File: src/hdl/bsfe_pkg.sv
`default_nettype none

package bsfe_pkg;

   // Frame bytes and escape codes
   localparam logic [7:0] HEAD_BYTE    = 8'hF4;
   localparam logic [7:0] TAIL_BYTE    = 8'h4F;
   localparam logic [7:0] ESC_BYTE     = 8'hFF;
   localparam logic [7:0] HEAD_CODE    = 8'h01;
   localparam logic [7:0] ESC_CODE     = 8'h02;
   localparam logic [7:0] TAIL_CODE    = 8'h03;
   localparam logic [7:0] LEN_OVERHEAD = 8'd6;
   localparam logic [7:0] PROP_RESET   = 8'h01;
   localparam logic [7:0] MAX_PAYLOAD  = 8'd249;

   // CRC-16/CCITT-FALSE
   localparam logic [15:0] CRC_POLY = 16'h1021;
   localparam logic [15:0] CRC_SEED = 16'hFFFF;

   // Symbol queue between front and back
   localparam int Q_DEPTH = 4;
   localparam int Q_AW    = $clog2(Q_DEPTH);
   localparam int Q_CW    = $clog2(Q_DEPTH + 1);

   // One raw frame byte on its way to the line
   typedef struct packed {
      logic [7:0] data;
      logic       stuff;        // subject to escaping
      logic       frame_end;
      logic       length_error;
      logic       last;
   } sym_type;

   function automatic logic [15:0] crc_byte(input logic [15:0] crc, input logic [7:0] b);
      logic [15:0] c;
      c = crc ^ {b, 8'h00};
      for (int i = 0; i < 8; i++) begin
         if (c[15]) begin
            c = {c[14:0], 1'b0} ^ CRC_POLY;
         end else begin
            c = {c[14:0], 1'b0};
         end
      end
      return c;
   endfunction

endpackage

`default_nettype wire

File: src/hdl/bsfe_front.sv
`default_nettype none

module bsfe_front (
   input  wire logic              clock,
   input  wire logic              reset,
   input  wire logic              req_valid,
   output logic                   req_stall,
   input  wire logic [7:0]        req_payload_byte,
   input  wire logic [7:0]        req_frame_length,
   input  wire logic              csr_wr_en,
   input  wire logic [7:0]        csr_wr_data,
   input  wire logic              q_full,
   output logic                   q_push,
   output bsfe_pkg::sym_type      q_sym
);

   typedef enum logic [2:0] {
      S_ITEM, S_LEN, S_PROP, S_DATA, S_CRCH, S_CRCL, S_TAIL
   } state_type;

   state_type   state_ff, state_in;
   logic        in_frame_ff, in_frame_in;
   logic [7:0]  bytes_left_ff, bytes_left_in;
   logic [15:0] crc_ff, crc_in;
   logic [7:0]  payload_ff, payload_in;
   logic [7:0]  lenb_ff, lenb_in;
   logic [7:0]  prop_ff, prop_in;
   logic        accept;
   logic        bad_len;
   logic        final_byte;

   assign req_stall  = (state_ff != S_ITEM) || q_full;
   assign accept     = req_valid && !req_stall;
   assign bad_len    = (req_frame_length == 8'd0) || (req_frame_length > bsfe_pkg::MAX_PAYLOAD);
   assign final_byte = (bytes_left_ff == 8'd1);

   always_comb begin
      state_in      = state_ff;
      in_frame_in   = in_frame_ff;
      bytes_left_in = bytes_left_ff;
      crc_in        = crc_ff;
      payload_in    = payload_ff;
      lenb_in       = lenb_ff;
      prop_in       = csr_wr_en ? csr_wr_data : prop_ff;
      q_push        = 1'b0;
      q_sym         = '{data: 8'h00, stuff: 1'b0, frame_end: 1'b0,
                        length_error: 1'b0, last: 1'b0};

      unique case (state_ff)
         S_ITEM: begin
            if (accept) begin
               q_push = 1'b1;
               if (!in_frame_ff) begin
                  if (bad_len) begin
                     q_sym.length_error = 1'b1;
                     q_sym.last         = 1'b1;
                  end else begin
                     q_sym.data    = bsfe_pkg::HEAD_BYTE;
                     lenb_in       = req_frame_length + bsfe_pkg::LEN_OVERHEAD;
                     payload_in    = req_payload_byte;
                     bytes_left_in = req_frame_length;
                     crc_in        = bsfe_pkg::crc_byte(bsfe_pkg::CRC_SEED, lenb_in);
                     in_frame_in   = 1'b1;
                     state_in      = S_LEN;
                  end
               end else begin
                  q_sym.data    = req_payload_byte;
                  q_sym.stuff   = 1'b1;
                  q_sym.last    = !final_byte;
                  crc_in        = bsfe_pkg::crc_byte(crc_ff, req_payload_byte);
                  bytes_left_in = bytes_left_ff - 8'd1;
                  if (final_byte) begin
                     state_in = S_CRCH;
                  end
               end
            end
         end
         S_LEN: begin
            if (!q_full) begin
               q_push      = 1'b1;
               q_sym.data  = lenb_ff;
               q_sym.stuff = 1'b1;
               state_in    = S_PROP;
            end
         end
         S_PROP: begin
            if (!q_full) begin
               q_push      = 1'b1;
               q_sym.data  = prop_ff;
               q_sym.stuff = 1'b1;
               crc_in      = bsfe_pkg::crc_byte(crc_ff, prop_ff);
               state_in    = S_DATA;
            end
         end
         S_DATA: begin
            if (!q_full) begin
               q_push        = 1'b1;
               q_sym.data    = payload_ff;
               q_sym.stuff   = 1'b1;
               q_sym.last    = !final_byte;
               crc_in        = bsfe_pkg::crc_byte(crc_ff, payload_ff);
               bytes_left_in = bytes_left_ff - 8'd1;
               state_in      = final_byte ? S_CRCH : S_ITEM;
            end
         end
         S_CRCH: begin
            if (!q_full) begin
               q_push      = 1'b1;
               q_sym.data  = crc_ff[15:8];
               q_sym.stuff = 1'b1;
               state_in    = S_CRCL;
            end
         end
         S_CRCL: begin
            if (!q_full) begin
               q_push      = 1'b1;
               q_sym.data  = crc_ff[7:0];
               q_sym.stuff = 1'b1;
               state_in    = S_TAIL;
            end
         end
         S_TAIL: begin
            if (!q_full) begin
               q_push          = 1'b1;
               q_sym.data      = bsfe_pkg::TAIL_BYTE;
               q_sym.frame_end = 1'b1;
               q_sym.last      = 1'b1;
               crc_in          = bsfe_pkg::CRC_SEED;
               in_frame_in     = 1'b0;
               state_in        = S_ITEM;
            end
         end
         default: begin
            state_in = S_ITEM;
         end
      endcase
   end

   always_ff @(posedge clock) begin
      if (reset) begin
         state_ff      <= S_ITEM;
         in_frame_ff   <= 1'b0;
         bytes_left_ff <= 8'd0;
         crc_ff        <= bsfe_pkg::CRC_SEED;
         prop_ff       <= bsfe_pkg::PROP_RESET;
      end else begin
         state_ff      <= state_in;
         in_frame_ff   <= in_frame_in;
         bytes_left_ff <= bytes_left_in;
         crc_ff        <= crc_in;
         prop_ff       <= prop_in;
      end
      payload_ff <= payload_in;
      lenb_ff    <= lenb_in;
   end

endmodule

`default_nettype wire

File: src/hdl/bsfe_queue.sv
`default_nettype none

module bsfe_queue (
   input  wire logic               clock,
   input  wire logic               reset,
   input  wire logic               push,
   input  wire bsfe_pkg::sym_type  push_sym,
   output logic                    full,
   input  wire logic               pop,
   output bsfe_pkg::sym_type       pop_sym,
   output logic                    empty
);

   bsfe_pkg::sym_type            entry_ff [bsfe_pkg::Q_DEPTH];
   logic [bsfe_pkg::Q_AW-1:0]    wr_ptr_ff, wr_ptr_in;
   logic [bsfe_pkg::Q_AW-1:0]    rd_ptr_ff, rd_ptr_in;
   logic [bsfe_pkg::Q_CW-1:0]    count_ff, count_in;
   logic                         do_push;
   logic                         do_pop;

   assign full    = (count_ff == bsfe_pkg::Q_CW'(bsfe_pkg::Q_DEPTH));
   assign empty   = (count_ff == '0);
   assign pop_sym = entry_ff[rd_ptr_ff];
   assign do_push = push && !full;
   assign do_pop  = pop && !empty;

   always_comb begin
      wr_ptr_in = do_push ? bsfe_pkg::Q_AW'(wr_ptr_ff + 1'b1) : wr_ptr_ff;
      rd_ptr_in = do_pop  ? bsfe_pkg::Q_AW'(rd_ptr_ff + 1'b1) : rd_ptr_ff;
      count_in  = count_ff;
      if (do_push && !do_pop) begin
         count_in = count_ff + 1'b1;
      end else if (do_pop && !do_push) begin
         count_in = count_ff - 1'b1;
      end
   end

   always_ff @(posedge clock) begin
      if (reset) begin
         wr_ptr_ff <= '0;
         rd_ptr_ff <= '0;
         count_ff  <= '0;
      end else begin
         wr_ptr_ff <= wr_ptr_in;
         rd_ptr_ff <= rd_ptr_in;
         count_ff  <= count_in;
      end
      if (do_push) begin
         entry_ff[wr_ptr_ff] <= push_sym;
      end
   end

endmodule

`default_nettype wire

File: src/hdl/bsfe_back.sv
`default_nettype none

module bsfe_back (
   input  wire logic               clock,
   input  wire logic               reset,
   input  wire logic               q_empty,
   input  wire bsfe_pkg::sym_type  q_sym,
   output logic                    q_pop,
   output logic                    rsp_valid,
   input  wire logic               rsp_stall,
   output logic [7:0]              rsp_out_byte,
   output logic                    rsp_frame_end,
   output logic                    rsp_length_error,
   output logic                    rsp_last
);

   logic        valid_ff, valid_in;
   logic [7:0]  byte_ff, byte_in;
   logic        end_ff, end_in;
   logic        err_ff, err_in;
   logic        last_ff, last_in;
   logic        pend_ff, pend_in;       // escape code still owed
   logic [7:0]  pend_code_ff, pend_code_in;
   logic        pend_last_ff, pend_last_in;
   logic        load;
   logic        needs_esc;
   logic [7:0]  esc_code;

   assign load = !valid_ff || !rsp_stall;

   always_comb begin
      unique case (q_sym.data)
         bsfe_pkg::HEAD_BYTE: esc_code = bsfe_pkg::HEAD_CODE;
         bsfe_pkg::ESC_BYTE:  esc_code = bsfe_pkg::ESC_CODE;
         bsfe_pkg::TAIL_BYTE: esc_code = bsfe_pkg::TAIL_CODE;
         default:             esc_code = 8'h00;
      endcase
      needs_esc = q_sym.stuff && ((q_sym.data == bsfe_pkg::HEAD_BYTE) ||
                                  (q_sym.data == bsfe_pkg::ESC_BYTE) ||
                                  (q_sym.data == bsfe_pkg::TAIL_BYTE));
   end

   always_comb begin
      valid_in     = valid_ff;
      byte_in      = byte_ff;
      end_in       = end_ff;
      err_in       = err_ff;
      last_in      = last_ff;
      pend_in      = pend_ff;
      pend_code_in = pend_code_ff;
      pend_last_in = pend_last_ff;
      q_pop        = 1'b0;
      if (load) begin
         if (pend_ff) begin
            valid_in = 1'b1;
            byte_in  = pend_code_ff;
            end_in   = 1'b0;
            err_in   = 1'b0;
            last_in  = pend_last_ff;
            pend_in  = 1'b0;
         end else if (!q_empty) begin
            q_pop    = 1'b1;
            valid_in = 1'b1;
            end_in   = q_sym.frame_end;
            err_in   = q_sym.length_error;
            if (needs_esc) begin
               byte_in      = bsfe_pkg::ESC_BYTE;
               last_in      = 1'b0;
               pend_in      = 1'b1;
               pend_code_in = esc_code;
               pend_last_in = q_sym.last;
            end else begin
               byte_in = q_sym.data;
               last_in = q_sym.last;
            end
         end else begin
            valid_in = 1'b0;
         end
      end
   end

   always_ff @(posedge clock) begin
      if (reset) begin
         valid_ff <= 1'b0;
         pend_ff  <= 1'b0;
      end else begin
         valid_ff <= valid_in;
         pend_ff  <= pend_in;
      end
      byte_ff      <= byte_in;
      end_ff       <= end_in;
      err_ff       <= err_in;
      last_ff      <= last_in;
      pend_code_ff <= pend_code_in;
      pend_last_ff <= pend_last_in;
   end

   assign rsp_valid        = valid_ff;
   assign rsp_out_byte     = byte_ff;
   assign rsp_frame_end    = end_ff;
   assign rsp_length_error = err_ff;
   assign rsp_last         = last_ff;

endmodule

`default_nettype wire

File: src/hdl/byte_stuffed_frame_encoder.sv
`default_nettype none

// Channel  Dir  Handshake              Payload
// req      in   req_valid/req_stall    req_payload_byte[7:0], req_frame_length[7:0]
// rsp      out  rsp_valid/rsp_stall    rsp_out_byte[7:0], rsp_frame_end, rsp_length_error,
//                                      rsp_last
// csr      in   csr_wr_en              csr_wr_data[7:0] (frame property byte)
//
// One line byte per cycle unless rsp_stall; an escaped payload byte becomes two line bytes.
// A frame's first transaction also yields head, length and property, its last the CRC pair
// and tail. Output bandwidth sets the sustained rate.
// Reset is synchronous, active high: idle, CRC preset to all ones, property byte 0x01.
// req_stall is high while the front queues length, property, first data byte, CRC, tail
// and while the 4-entry queue is full: the only way rsp_stall reaches the request side.

module byte_stuffed_frame_encoder (
   input  wire logic        clock,
   input  wire logic        reset,
   // request channel
   input  wire logic        req_valid,
   output logic             req_stall,
   input  wire logic [7:0]  req_payload_byte,
   input  wire logic [7:0]  req_frame_length,
   // response channel
   output logic             rsp_valid,
   input  wire logic        rsp_stall,
   output logic [7:0]       rsp_out_byte,
   output logic             rsp_frame_end,
   output logic             rsp_length_error,
   output logic             rsp_last,
   // config
   input  wire logic        csr_wr_en,
   input  wire logic [7:0]  csr_wr_data
);

   // Front: takes a transaction, decides frame start / body / bad length, runs the
   // CRC one byte per cycle unless q_full and expands the frame into raw, unescaped symbols.
   bsfe_pkg::sym_type push_sym;
   bsfe_pkg::sym_type pop_sym;
   logic              push;
   logic              pop;
   logic              q_full;
   logic              q_empty;

   bsfe_front u_front (
      .clock            (clock),
      .reset            (reset),
      .req_valid        (req_valid),
      .req_stall        (req_stall),
      .req_payload_byte (req_payload_byte),
      .req_frame_length (req_frame_length),
      .csr_wr_en        (csr_wr_en),
      .csr_wr_data      (csr_wr_data),
      .q_full           (q_full),
      .q_push           (push),
      .q_sym            (push_sym)
   );

   // Short symbol queue decouples the CRC/expansion side from line stalls.
   bsfe_queue u_queue (
      .clock    (clock),
      .reset    (reset),
      .push     (push),
      .push_sym (push_sym),
      .full     (q_full),
      .pop      (pop),
      .pop_sym  (pop_sym),
      .empty    (q_empty)
   );

   // Back: escapes stuffed 0xF4/0xFF/0x4F into 0xFF + code and drives the output register.
   // The last flag of an escaped symbol moves to its second byte.
   bsfe_back u_back (
      .clock            (clock),
      .reset            (reset),
      .q_empty          (q_empty),
      .q_sym            (pop_sym),
      .q_pop            (pop),
      .rsp_valid        (rsp_valid),
      .rsp_stall        (rsp_stall),
      .rsp_out_byte     (rsp_out_byte),
      .rsp_frame_end    (rsp_frame_end),
      .rsp_length_error (rsp_length_error),
      .rsp_last         (rsp_last)
   );

endmodule

`default_nettype wire
File: config.mk
export PLATFORM = sky130hd
export DESIGN_NAME = byte_stuffed_frame_encoder
export DESIGN_NICKNAME = d
export VERILOG_FILES = /design/src/hdl/bsfe_pkg.sv /design/src/hdl/bsfe_front.sv /design/src/hdl/bsfe_queue.sv /design/src/hdl/bsfe_back.sv /design/src/hdl/byte_stuffed_frame_encoder.sv
export SDC_FILE = /design/constraint.sdc
export NUM_CORES = 1
export LEC_CHECK = 0
export BUFFER_PORTS_ARGS = -buffer_cell sky130_fd_sc_hd__buf_2
export CELL_PAD_IN_SITES_DETAIL_PLACEMENT = 1
export CELL_PAD_IN_SITES_GLOBAL_PLACEMENT = 2
export CORE_MARGIN = 5
export CORE_UTILIZATION = 35
export CTS_BUF_LIST = sky130_fd_sc_hd__clkbuf_4
export DETAILED_ROUTE_END_ITERATION = 7
export PLACE_DENSITY = 0.67
export SKIP_CTS_REPAIR_TIMING = 1
export SLEW_MARGIN = 20
export SYNTH_ARGS = -nofsm -noshare
export SYNTH_HDL_FRONTEND = slang
export SYNTH_HIERARCHICAL = 1
export SYNTH_SLANG_ARGS = --single-unit
File: constraint.sdc
create_clock -name clock -period 3.6 [get_ports clock]
set_input_delay 0.36 -clock clock [delete_from_list [all_inputs] [get_ports clock]]
set_output_delay 0.36 -clock clock [all_outputs]
set_load 0.05 [all_outputs]
==> results.json, run 1 <==
{
  "status": "complete, no violations",
  "die_h_um": 152,
  "wl_per_cell_um": 20.7,
  "syn_avg_cell_area_um2": 10.8,
  "fmax_mhz": 340,
  "min_to": "u_front/prop_ff[0]",
  "rr_worst_depth": 10,
  "drtIter0Drc": 435,
  "arrival_ps": 3400,
  "clkLatencyLatePin_ps": 560,
  "cts_buffers": 17,
  "synth_area_um2": 7030,
  "drt-total-wl_mm": 20.0,
  "grt_usage": 0.182,
  "htreeDepth": 4,
  "finalCriticalPeriod_ps": 2940,
  "synth_top_area_cell": "edfxtp_1",
  "slowest_stage": "dfxtp_1",
  "via_count": 5191,
  "synthCells": 654,
  "synth_common_cells": "edfxtp_1, nor2_1, xnor2_1, dfxtp_1, nand2_1",
  "p_comb_frac": 0.513,
  "crit_path_start_kind": "flop",
  "antenna_found_initial": 1,
  "cts_tree": "done",
  "switching_share": 0.442,
  "synthArstFlopShare": 0,
  "switchingPower_uw": 3220,
  "seqPwrFrac": 0.343,
  "tns_ps": 0,
  "path_buf_inv": 3,
  "yosys-top-cells-area": "edfxtp_1, dfxtp_1, xnor2_1",
  "path_delay_family": "buffers and inverters",
  "clockBufferDepth": 2,
  "grt_pass1_wl_mm": 31.5,
  "crit_type": "reg2reg",
  "crit_top_cell": "inv_1",
  "synth_seq_cells": 125,
  "ant_nets": 0,
  "reg2reg_to": "u_queue/count_ff[2]",
  "powerDensity_nw_per_um2": 935,
  "first_global_vias": 5394,
  "dp_hpwl_mm": 14.9,
  "relSlewSlack": 0.361,
  "cts-root-buf": "clkbuf_4",
  "synth-main-ff-cell": "edfxtp_1",
  "timing.critical_path.slowest_cell_delay_ps": 550,
  "worstHoldStart": "csr_wr_data[0]",
  "initial_utilization": 0.358,
  "synth.most_common_cell": "edfxtp_1",
  "drc": 0,
  "fin_util": 0.396,
  "hold_class": "in2reg",
  "yosysSeqAreaShare": 0.467,
  "holdPathStages": 3,
  "yosysWarnings": 6,
  "gp_congestion": 0.855,
  "max-cap-violations": 0,
  "path_depth": 10,
  "dr.pass1.iters": 5,
  "grt.overflow.total": 0,
  "synth_edf_count": 78,
  "nets": 725,
  "worst_pin_slew_ps": 947,
  "layout-drive-gt1-share": 0.171,
  "maxSlewViolCount": 0,
  "finalCritPeriodShare": 0.817,
  "skew_ps": 39.0,
  "portBuffers": 41,
  "row_count": 51,
  "power.leakage_uw": 0.00281,
  "cts.sinks": 125,
  "pin_count": 42,
  "hold_violations": 0,
  "area_delta_synth_final_pct": 10.7,
  "rr_startpoint": "u_front/state_ff[2]",
  "synth_cell_types": 82,
  "via_per_inst": 5.37,
  "path_cells": "inv_1 -> o221a_2 -> inv_1 -> nor2_2 -> ha_1 -> inv_1 -> fa_1 -> xor2_1 -> or3_1 -> a21oi_1",
  "rrSetupSlack_ps": 660,
  "fp.dieArea_um2": 23000,
  "p_clk_frac": 0.144,
  "cts.clk_slew.worst_paths_ps": 110,
  "grt_max_degree": 32,
  "cp_max_fo": 20,
  "p_int_uw": 4060,
  "critPathRequiredTime_ps": 4060,
  "setup_violations": 0,
  "rsz0062_at_grt": "no",
  "fp.dieW_um": 152,
  "cp-end-kind": "flop",
  "synth_nets": 692,
  "yosysTopAreaCellShare": 0.333,
  "coreArea_um2": 19700,
  "vdd_drop_max_v": 0.000297
}
==> worst max-delay path by stage <==
stage                                   start                      end  slack, ps
after global placement    u_front/state_ff[2]      u_queue/count_ff[2]        780
final                     u_front/state_ff[2]      u_queue/count_ff[2]        660
after floorplan           u_queue/count_ff[0]  u_queue/entry_ff[0][10]       1060
after global routing      u_front/state_ff[2]      u_queue/count_ff[2]        420
after detailed placement  u_front/state_ff[2]      u_queue/count_ff[2]        670
after CTS                 u_front/state_ff[2]      u_queue/count_ff[2]        650
==> area by class of cell <==
| cell class | count | area (µm²) |
|---|---|---|
| Fill cell | 2231 | 11900 |
| Multi-Input combinational cell | 465 | 3460 |
| Sequential cell | 125 | 3280 |
| Timing Repair Buffer | 58 | 335 |
| Tap cell | 265 | 332 |
| Clock buffer | 20 | 150 |
| Clock inverter | 12 | 146 |
| Inverter | 20 | 75.1 |
| Antenna cell | 1 | 2.50 |
==> per-stage QoR <==
step | setup WS (ps) | hold WS (ps) | std cells | total power (µW) | cell area [µm²]
after floorplan | 1060 | 429 | 654 | 5250 | 7030
after global placement | 777 | 478 | 932 | 6170 | 7480
after detailed placement | 671 | 507 | 932 | 6250 | 7480
after CTS | 648 | -16.8 | 964 | 7330 | 7780
after global routing | 423 | 8.16 | 966 | 7790 | 7790
final | 659 | 46.7 | 966 | 7280 | 7790
==> state kept, by name, indices dropped and copies added (netlist names), 2 cells and up, named ones only <==
register / count
u_front/lenb_ff: 8
u_front/state_ff: 3
u_front/bytes_left_ff: 8
u_queue/entry_ff: 48
u_front/prop_ff: 8
u_queue/wr_ptr_ff: 2
u_queue/count_ff: 3
u_queue/rd_ptr_ff: 2
u_back/pend_code_ff: 2
u_back/rsp_out_byte: 8
u_front/crc_ff: 16
u_front/payload_ff: 8
==> worst min-delay path, delay by kind of cell <==
kind | cells | cell delay [ps]
mux | 1 | 60
buf+inv | 1 | 80
simple gates | 1 | 60
==> kinds of logic (layout without fill, tap and decap cells) <==
family / Yosys count / count (layout) / share of synthesized area
adder cells (fa/ha/maj): 9 / 9 / 0.0171
AND/OR/NAND/NOR: 174 / 174 / 0.121
other: 0 / 1 / 0
AO/OA/AOI/OAI: 155 / 155 / 0.153
buffers and inverters: 64 / 110 / 0.0407
multiplexers: 45 / 45 / 0.0856
XOR/XNOR: 82 / 82 / 0.116
flip-flops: 125 / 125 / 0.467
==> cell usage in the layout, fill, tap and decap left out, types with 9 or more instances in the layout <==
cell / n
a21oi_1: 34
a22oi_1: 13
buf_2: 41
buf_4: 16
clkbuf_4: 20
dfxtp_1: 46
edfxtp_1: 78
inv_1: 18
mux2i_1: 32
mux4_2: 12
nand2_1: 43
nand2b_1: 10
nand3_1: 9
nor2_1: 63
nor2b_1: 10
nor3_1: 11
o21ai_0: 42
xnor2_1: 52
xor2_1: 23
==> power by group through the flow <==
stage | registers, µW | logic, µW | clock network (µW)
after floorplan | 2580 | 2670 | 0
after global placement | 2520 | 3650 | 0
after detailed placement | 2540 | 3710 | 0
after CTS | 2510 | 3740 | 1090
after global routing | 2560 | 4080 | 1160
final | 2500 | 3730 | 1050
==> routing by layer <==
| layer | GRT usage | vias up | wire length, µm |
|---|---|---|---|
| met5 | 0 | - | 0 |
| met2 | 0.289 | 133 | 9250 |
| met4 | 0.0476 | 0 | 186 |
| met1 | 0.257 | 2591 | 9540 |
| li1 | - | 2456 | - |
| met3 | 0.0339 | 11 | 1030 |
Note: power is estimated with default switching activity, not from simulation.
==> run 2, diff against run 1 <==
Settings changed: PLACE_DENSITY 0.67 to 0.7.
Clock period 3.6 ns to 2.6 ns, I/O delays scaled along.
==> run 2 against run 1 <==
Routed wire length shrank 0.71%. Design area grew 4.0%. Register-to-register slack got worse by 470 ps. Sequential share of layout area down 1.6 points. Core utilization up 1.6 points. Clock skew is 15 ps lower. Sequential power rose by 36%. Die area unchanged. Combinational power rose by 43%. Setup slack got worse by 470 ps. Worst hold slack better by 35 ps. Critical endpoint unchanged.
==> results.json, run 2 (synthesis gave the netlist of run 1 again) <==
{
  "die_h_um": 152,
  "nets": 759,
  "hold_violations": 0,
  "hold_class": "in2reg",
  "skew_ps": 23.7,
  "dp.cells": 949,
  "crit_type": "reg2reg",
  "path_buf_inv": 2,
  "cts.clk_slew.worst_paths_ps": 140,
  "fin_util": 0.412,
  "initial_utilization": 0.358,
  "regMostFlops": "u_queue/entry_ff",
  "dr.pass1.iters": 5,
  "final_cell_mix": "edfxtp_1, nor2_1, xnor2_1",
  "ant_nets": 0,
  "cts-root-buf": "clkbuf_4",
  "row_count": 51,
  "fp.dieW_um": 152,
  "maxSlewViolCount": 0,
  "top_regs": "u_queue/entry_ff: 48 flops, u_front/crc_ff: 16 flops",
  "timing.critical_path.slowest_cell_delay_ps": 440,
  "grt_usage": 0.178,
  "fmax_mhz": 415,
  "htreeDepth": 4,
  "via_count": 5281,
  "fp.dieArea_um2": 23000,
  "worst_pin_slew_ps": 1090,
  "cts_buffers": 17,
  "rsz0062_at_grt": "no",
  "drtIter0Drc": 367,
  "relSlewSlack": 0.271,
  "path_delay_family": "simple AND/OR/NAND/NOR gates",
  "layout-drive-gt1-share": 0.195,
  "pin_count": 42,
  "dp_hpwl_mm": 14.6,
  "clockBufferDepth": 2,
  "max-cap-violations": 0,
  "finalCritPeriodShare": 0.927,
  "via_per_inst": 5.28,
  "wl_per_cell_um": 19.9,
  "finalCriticalPeriod_ps": 2410,
  "area_delta_synth_final_pct": 15.2,
  "setup_violations": 0,
  "path_cells": "or3_1 -> o221a_2 -> inv_1 -> nor2_2 -> ha_1 -> inv_1 -> fa_1 -> xor2_1 -> or3_1 -> a21oi_1",
  "status": "complete, no violations",
  "largest_reg_flops": 48,
  "drc": 0,
  "cp_max_fo": 5,
  "stdcell_count": 1000,
  "tns_ps": 0,
  "first_global_vias": 5544,
  "whs_ps": 81.9,
  "crit_path_start_kind": "flop",
  "powerDensity_nw_per_um2": 1260,
  "clkLatencyLatePin_ps": 570,
  "coreArea_um2": 19700,
  "grt_pass1_wl_mm": 31.1,
  "critPathRequiredTime_ps": 3090,
  "gp_congestion": 0.846,
  "cts.sinks": 125,
  "cts_tree": "done",
  "grt.overflow.total": 0,
  "portBuffers": 41,
  "arrival_ps": 2900,
  "vdd_drop_max_v": 0.000336,
  "layout_commonest_cell": "edfxtp_1",
  "antenna_found_initial": 1,
  "power.leakage_uw": 0.00296,
  "grt_max_degree": 27,
  "cp-end-kind": "flop",
  "slowest_stage": "dfxtp_1",
  "drt-total-wl_mm": 19.9
}
[run 2: layout make-up]
| class | count | area, µm² |
|---|---|---|
| Clock buffer | 18 | 135 |
| Fill cell | 2238 | 11500 |
| Antenna cell | 1 | 2.50 |
| Multi-Input combinational cell | 465 | 3480 |
| Sequential cell | 125 | 3290 |
| Tap cell | 265 | 332 |
| Inverter | 20 | 75.1 |
| Clock inverter | 14 | 161 |
| Timing Repair Buffer | 92 | 633 |
[run 2: stage by stage]
stage | total power, µW | worst slack, ps | area, µm²
6_report | 10200 | 191 | 8100
5_1_grt | 10900 | 6.98 | 8100
4_1_cts | 10200 | 122 | 7910
3_5_place_dp | 8730 | 154 | 7610
3_3_place_gp | 8590 | 282 | 7610
2_1_floorplan | 7270 | 56.8 | 7030
[run 2: layer usage]
layer  part of all wire  vias to the layer above  global-route usage  wire, µm
li1                   -                     2524                   -         -
met1               0.48                     2624               0.247      9470
met2               0.46                      110               0.278      9100
met3              0.052                       23              0.0407      1030
met4              0.013                        0              0.0512       266
met5                  0                        -                   0         0
[run 2: worst paths after layout]
path                                    to  slack, ps  cells after the start                      from
hold / removal          u_front/lenb_ff[1]         80                      2       req_frame_length[1]
setup reg to reg       u_queue/count_ff[2]        190                     10       u_front/state_ff[2]
setup / recovery       u_queue/count_ff[2]        190                     10       u_front/state_ff[2]
hold reg to reg   u_front/bytes_left_ff[6]        530                      2  u_front/bytes_left_ff[6]
[run 2: power by group]
group | leakage, µW | switching, µW | total [µW] | internal [µW]
Sequential | 0.00113 | 447 | 3400 | 2950
Combinational | 0.00168 | 3240 | 5340 | 2100
Clock | 0.000156 | 846 | 1450 | 601
Total | 0.00296 | 4530 | 10200 | 5660
[run 2: worst register-to-register path, cell delays in order, from the launching register on]
cell and delay, ps:
dfxtp_1 440, or3_1 210, o221a_2 210, inv_1 60
nor2_2 130, ha_1 190, inv_1 60, fa_1 380
xor2_1 180, or3_1 310, a21oi_1 160
==> run 3, diff against run 2 <==
Settings changed: BUFFER_PORTS_ARGS -buffer_cell sky130_fd_sc_hd__buf_2 to -buffer_cell sky130_fd_sc_hd__buf_4, CORE_UTILIZATION 35 to 38, PLACE_DENSITY 0.7 to 0.75.
==> run 3 against run 2 <==
Non-clock buffer count is 1 lower. Setup slack better by 16 ps. Design area is 1.2% higher. Maximum frequency is 0.65% higher. Critical path type unchanged. Power is 3.6% higher. Highest routed layer unchanged. Register-to-register slack better by 20 ps.
==> results.json, run 3 (synthesis gave the netlist of run 1 again) <==
{
  "cts.clk_slew.worst_paths_ps": 130,
  "fmax_mhz": 418,
  "setup_violations": 0,
  "pin_count": 42,
  "final_cell_mix": "edfxtp_1, buf_4, nor2_1",
  "critPathRequiredTime_ps": 3080,
  "cts_tree": "done",
  "layout-drive-gt1-share": 0.192,
  "row_count": 49,
  "via_per_inst": 5.52,
  "clkLatencyLatePin_ps": 550,
  "initial_utilization": 0.389,
  "skew_ps": 24.2,
  "grt_usage": 0.189,
  "fin_ws_ps": 206,
  "layout_commonest_cell": "edfxtp_1",
  "status": "complete, no violations",
  "area_delta_synth_final_pct": 16.6,
  "hold_violations": 0,
  "holdPathStages": 3,
  "dp_hpwl_mm": 14.6,
  "cts_buffers": 17,
  "power.leakage_uw": 0.00301,
  "coreArea_um2": 18100,
  "portBuffers": 41,
  "fp.dieArea_um2": 21300,
  "cp_max_fo": 6,
  "worst_pin_slew_ps": 1040,
  "cts-root-buf": "clkbuf_4",
  "regMostFlops": "u_queue/entry_ff",
  "relSlewSlack": 0.301,
  "nets": 758,
  "dr.pass1.iters": 5,
  "reg2reg_to": "u_queue/count_ff[2]",
  "finalCriticalPeriod_ps": 2390,
  "grt.overflow.total": 0,
  "min_to": "u_front/prop_ff[1]",
  "rsz0062_at_grt": "no",
  "crit_type": "reg2reg",
  "rr_worst_depth": 11,
  "vdd_drop_max_v": 0.000331,
  "clockBufferDepth": 2,
  "cts.sinks": 125,
  "tns_ps": 0,
  "ant_nets": 0,
  "hold_class": "in2reg",
  "crit_path_start_kind": "flop",
  "max-cap-violations": 0,
  "drtIter0Drc": 415,
  "gp_congestion": 0.831,
  "finalCritPeriodShare": 0.921,
  "largest_reg_flops": 48,
  "maxSlewViolCount": 0,
  "htreeDepth": 4,
  "worstHoldStart": "csr_wr_en",
  "arrival_ps": 2870,
  "place_ws_ps": 153,
  "fp.dieW_um": 146,
  "wl_per_cell_um": 20.7,
  "grt_max_degree": 49,
  "first_global_vias": 5495,
  "grt_pass1_wl_mm": 31.5,
  "drc": 0,
  "rr_startpoint": "u_queue/count_ff[2]",
  "top_regs": "u_queue/entry_ff: 48 flops, u_front/crc_ff: 16 flops",
  "cp-end-kind": "flop",
  "via_count": 5313,
  "drt-total-wl_mm": 19.9,
  "rrSetupSlack_ps": 210,
  "antenna_found_initial": 1,
  "die_h_um": 146,
  "powerDensity_nw_per_um2": 1290
}
==> run 3: cell count changes in the layout (fill, tap and decap cells not counted), sizes merged <==
cell,delta
inv,-4
bufinv,+3
buf,-1
clkinvlp,+1
==> run 3: how the worst max path moves through the flow <==
stage	startpoint	to	slack (ps)	depth (start not counted)
finish	u_queue/count_ff[2]	u_queue/count_ff[2]	210	11
global route	u_queue/count_ff[2]	u_queue/count_ff[2]	5	11
CTS	u_queue/count_ff[0]	u_queue/count_ff[2]	120	11
detailed placement	u_queue/count_ff[0]	u_queue/count_ff[2]	150	11
global placement	u_queue/count_ff[0]	u_queue/count_ff[2]	240	11
floorplan	u_queue/count_ff[0]	u_queue/entry_ff[0][10]	60	8
==> run 3: layout make-up <==
cell class	instances	area, µm²
Fill cell	1935	9890
Multi-Input combinational cell	465	3470
Sequential cell	125	3290
Timing Repair Buffer	91	728
Tap cell	229	287
Clock inverter	14	216
Clock buffer	18	135
Inverter	20	75.1
Antenna cell	1	2.50
==> run 3: through the flow <==
stage          std cells  instance area (µm²)  hold WS, ps   util  total power [µW]
2_1_floorplan        654                 7030          329      -              7270
3_3_place_gp         912                 7660          480  0.423              8680
3_5_place_dp         912                 7660          488  0.423              8860
4_1_cts              944                 8010         -122  0.443             10600
5_1_grt              963                 8200         37.7  0.453             11200
6_report             963                 8200         61.3  0.453             10600
==> run 3: critical path, cell delays in order (launching register included) <==
cell,delay [ps]
dfxtp_1,380
nor3b_2,210
inv_1,100
o221a_2,180
inv_1,60
nor2_2,130
ha_1,210
inv_1,60
fa_1,380
xor2_1,180
or3_1,310
a21oi_1,140
==> run 3: power breakdown <==
| group | leakage (µW) | internal [µW] | switching, µW | total, µW |
|---|---|---|---|---|
| Combinational | 0.00171 | 2200 | 3290 | 5490 |
| Clock | 0.000176 | 871 | 791 | 1660 |
| Sequential | 0.00113 | 2950 | 448 | 3400 |
| Total | 0.00301 | 6020 | 4530 | 10600 |
==> run 3: per-layer routing <==
layer / up-vias / track usage / part of all wire
met5: - / 0 / 0
met4: 0 / 0.0602 / 0.015
met3: 23 / 0.0363 / 0.033
met2: 99 / 0.297 / 0.47
met1: 2667 / 0.265 / 0.48
li1: 2524 / - / -
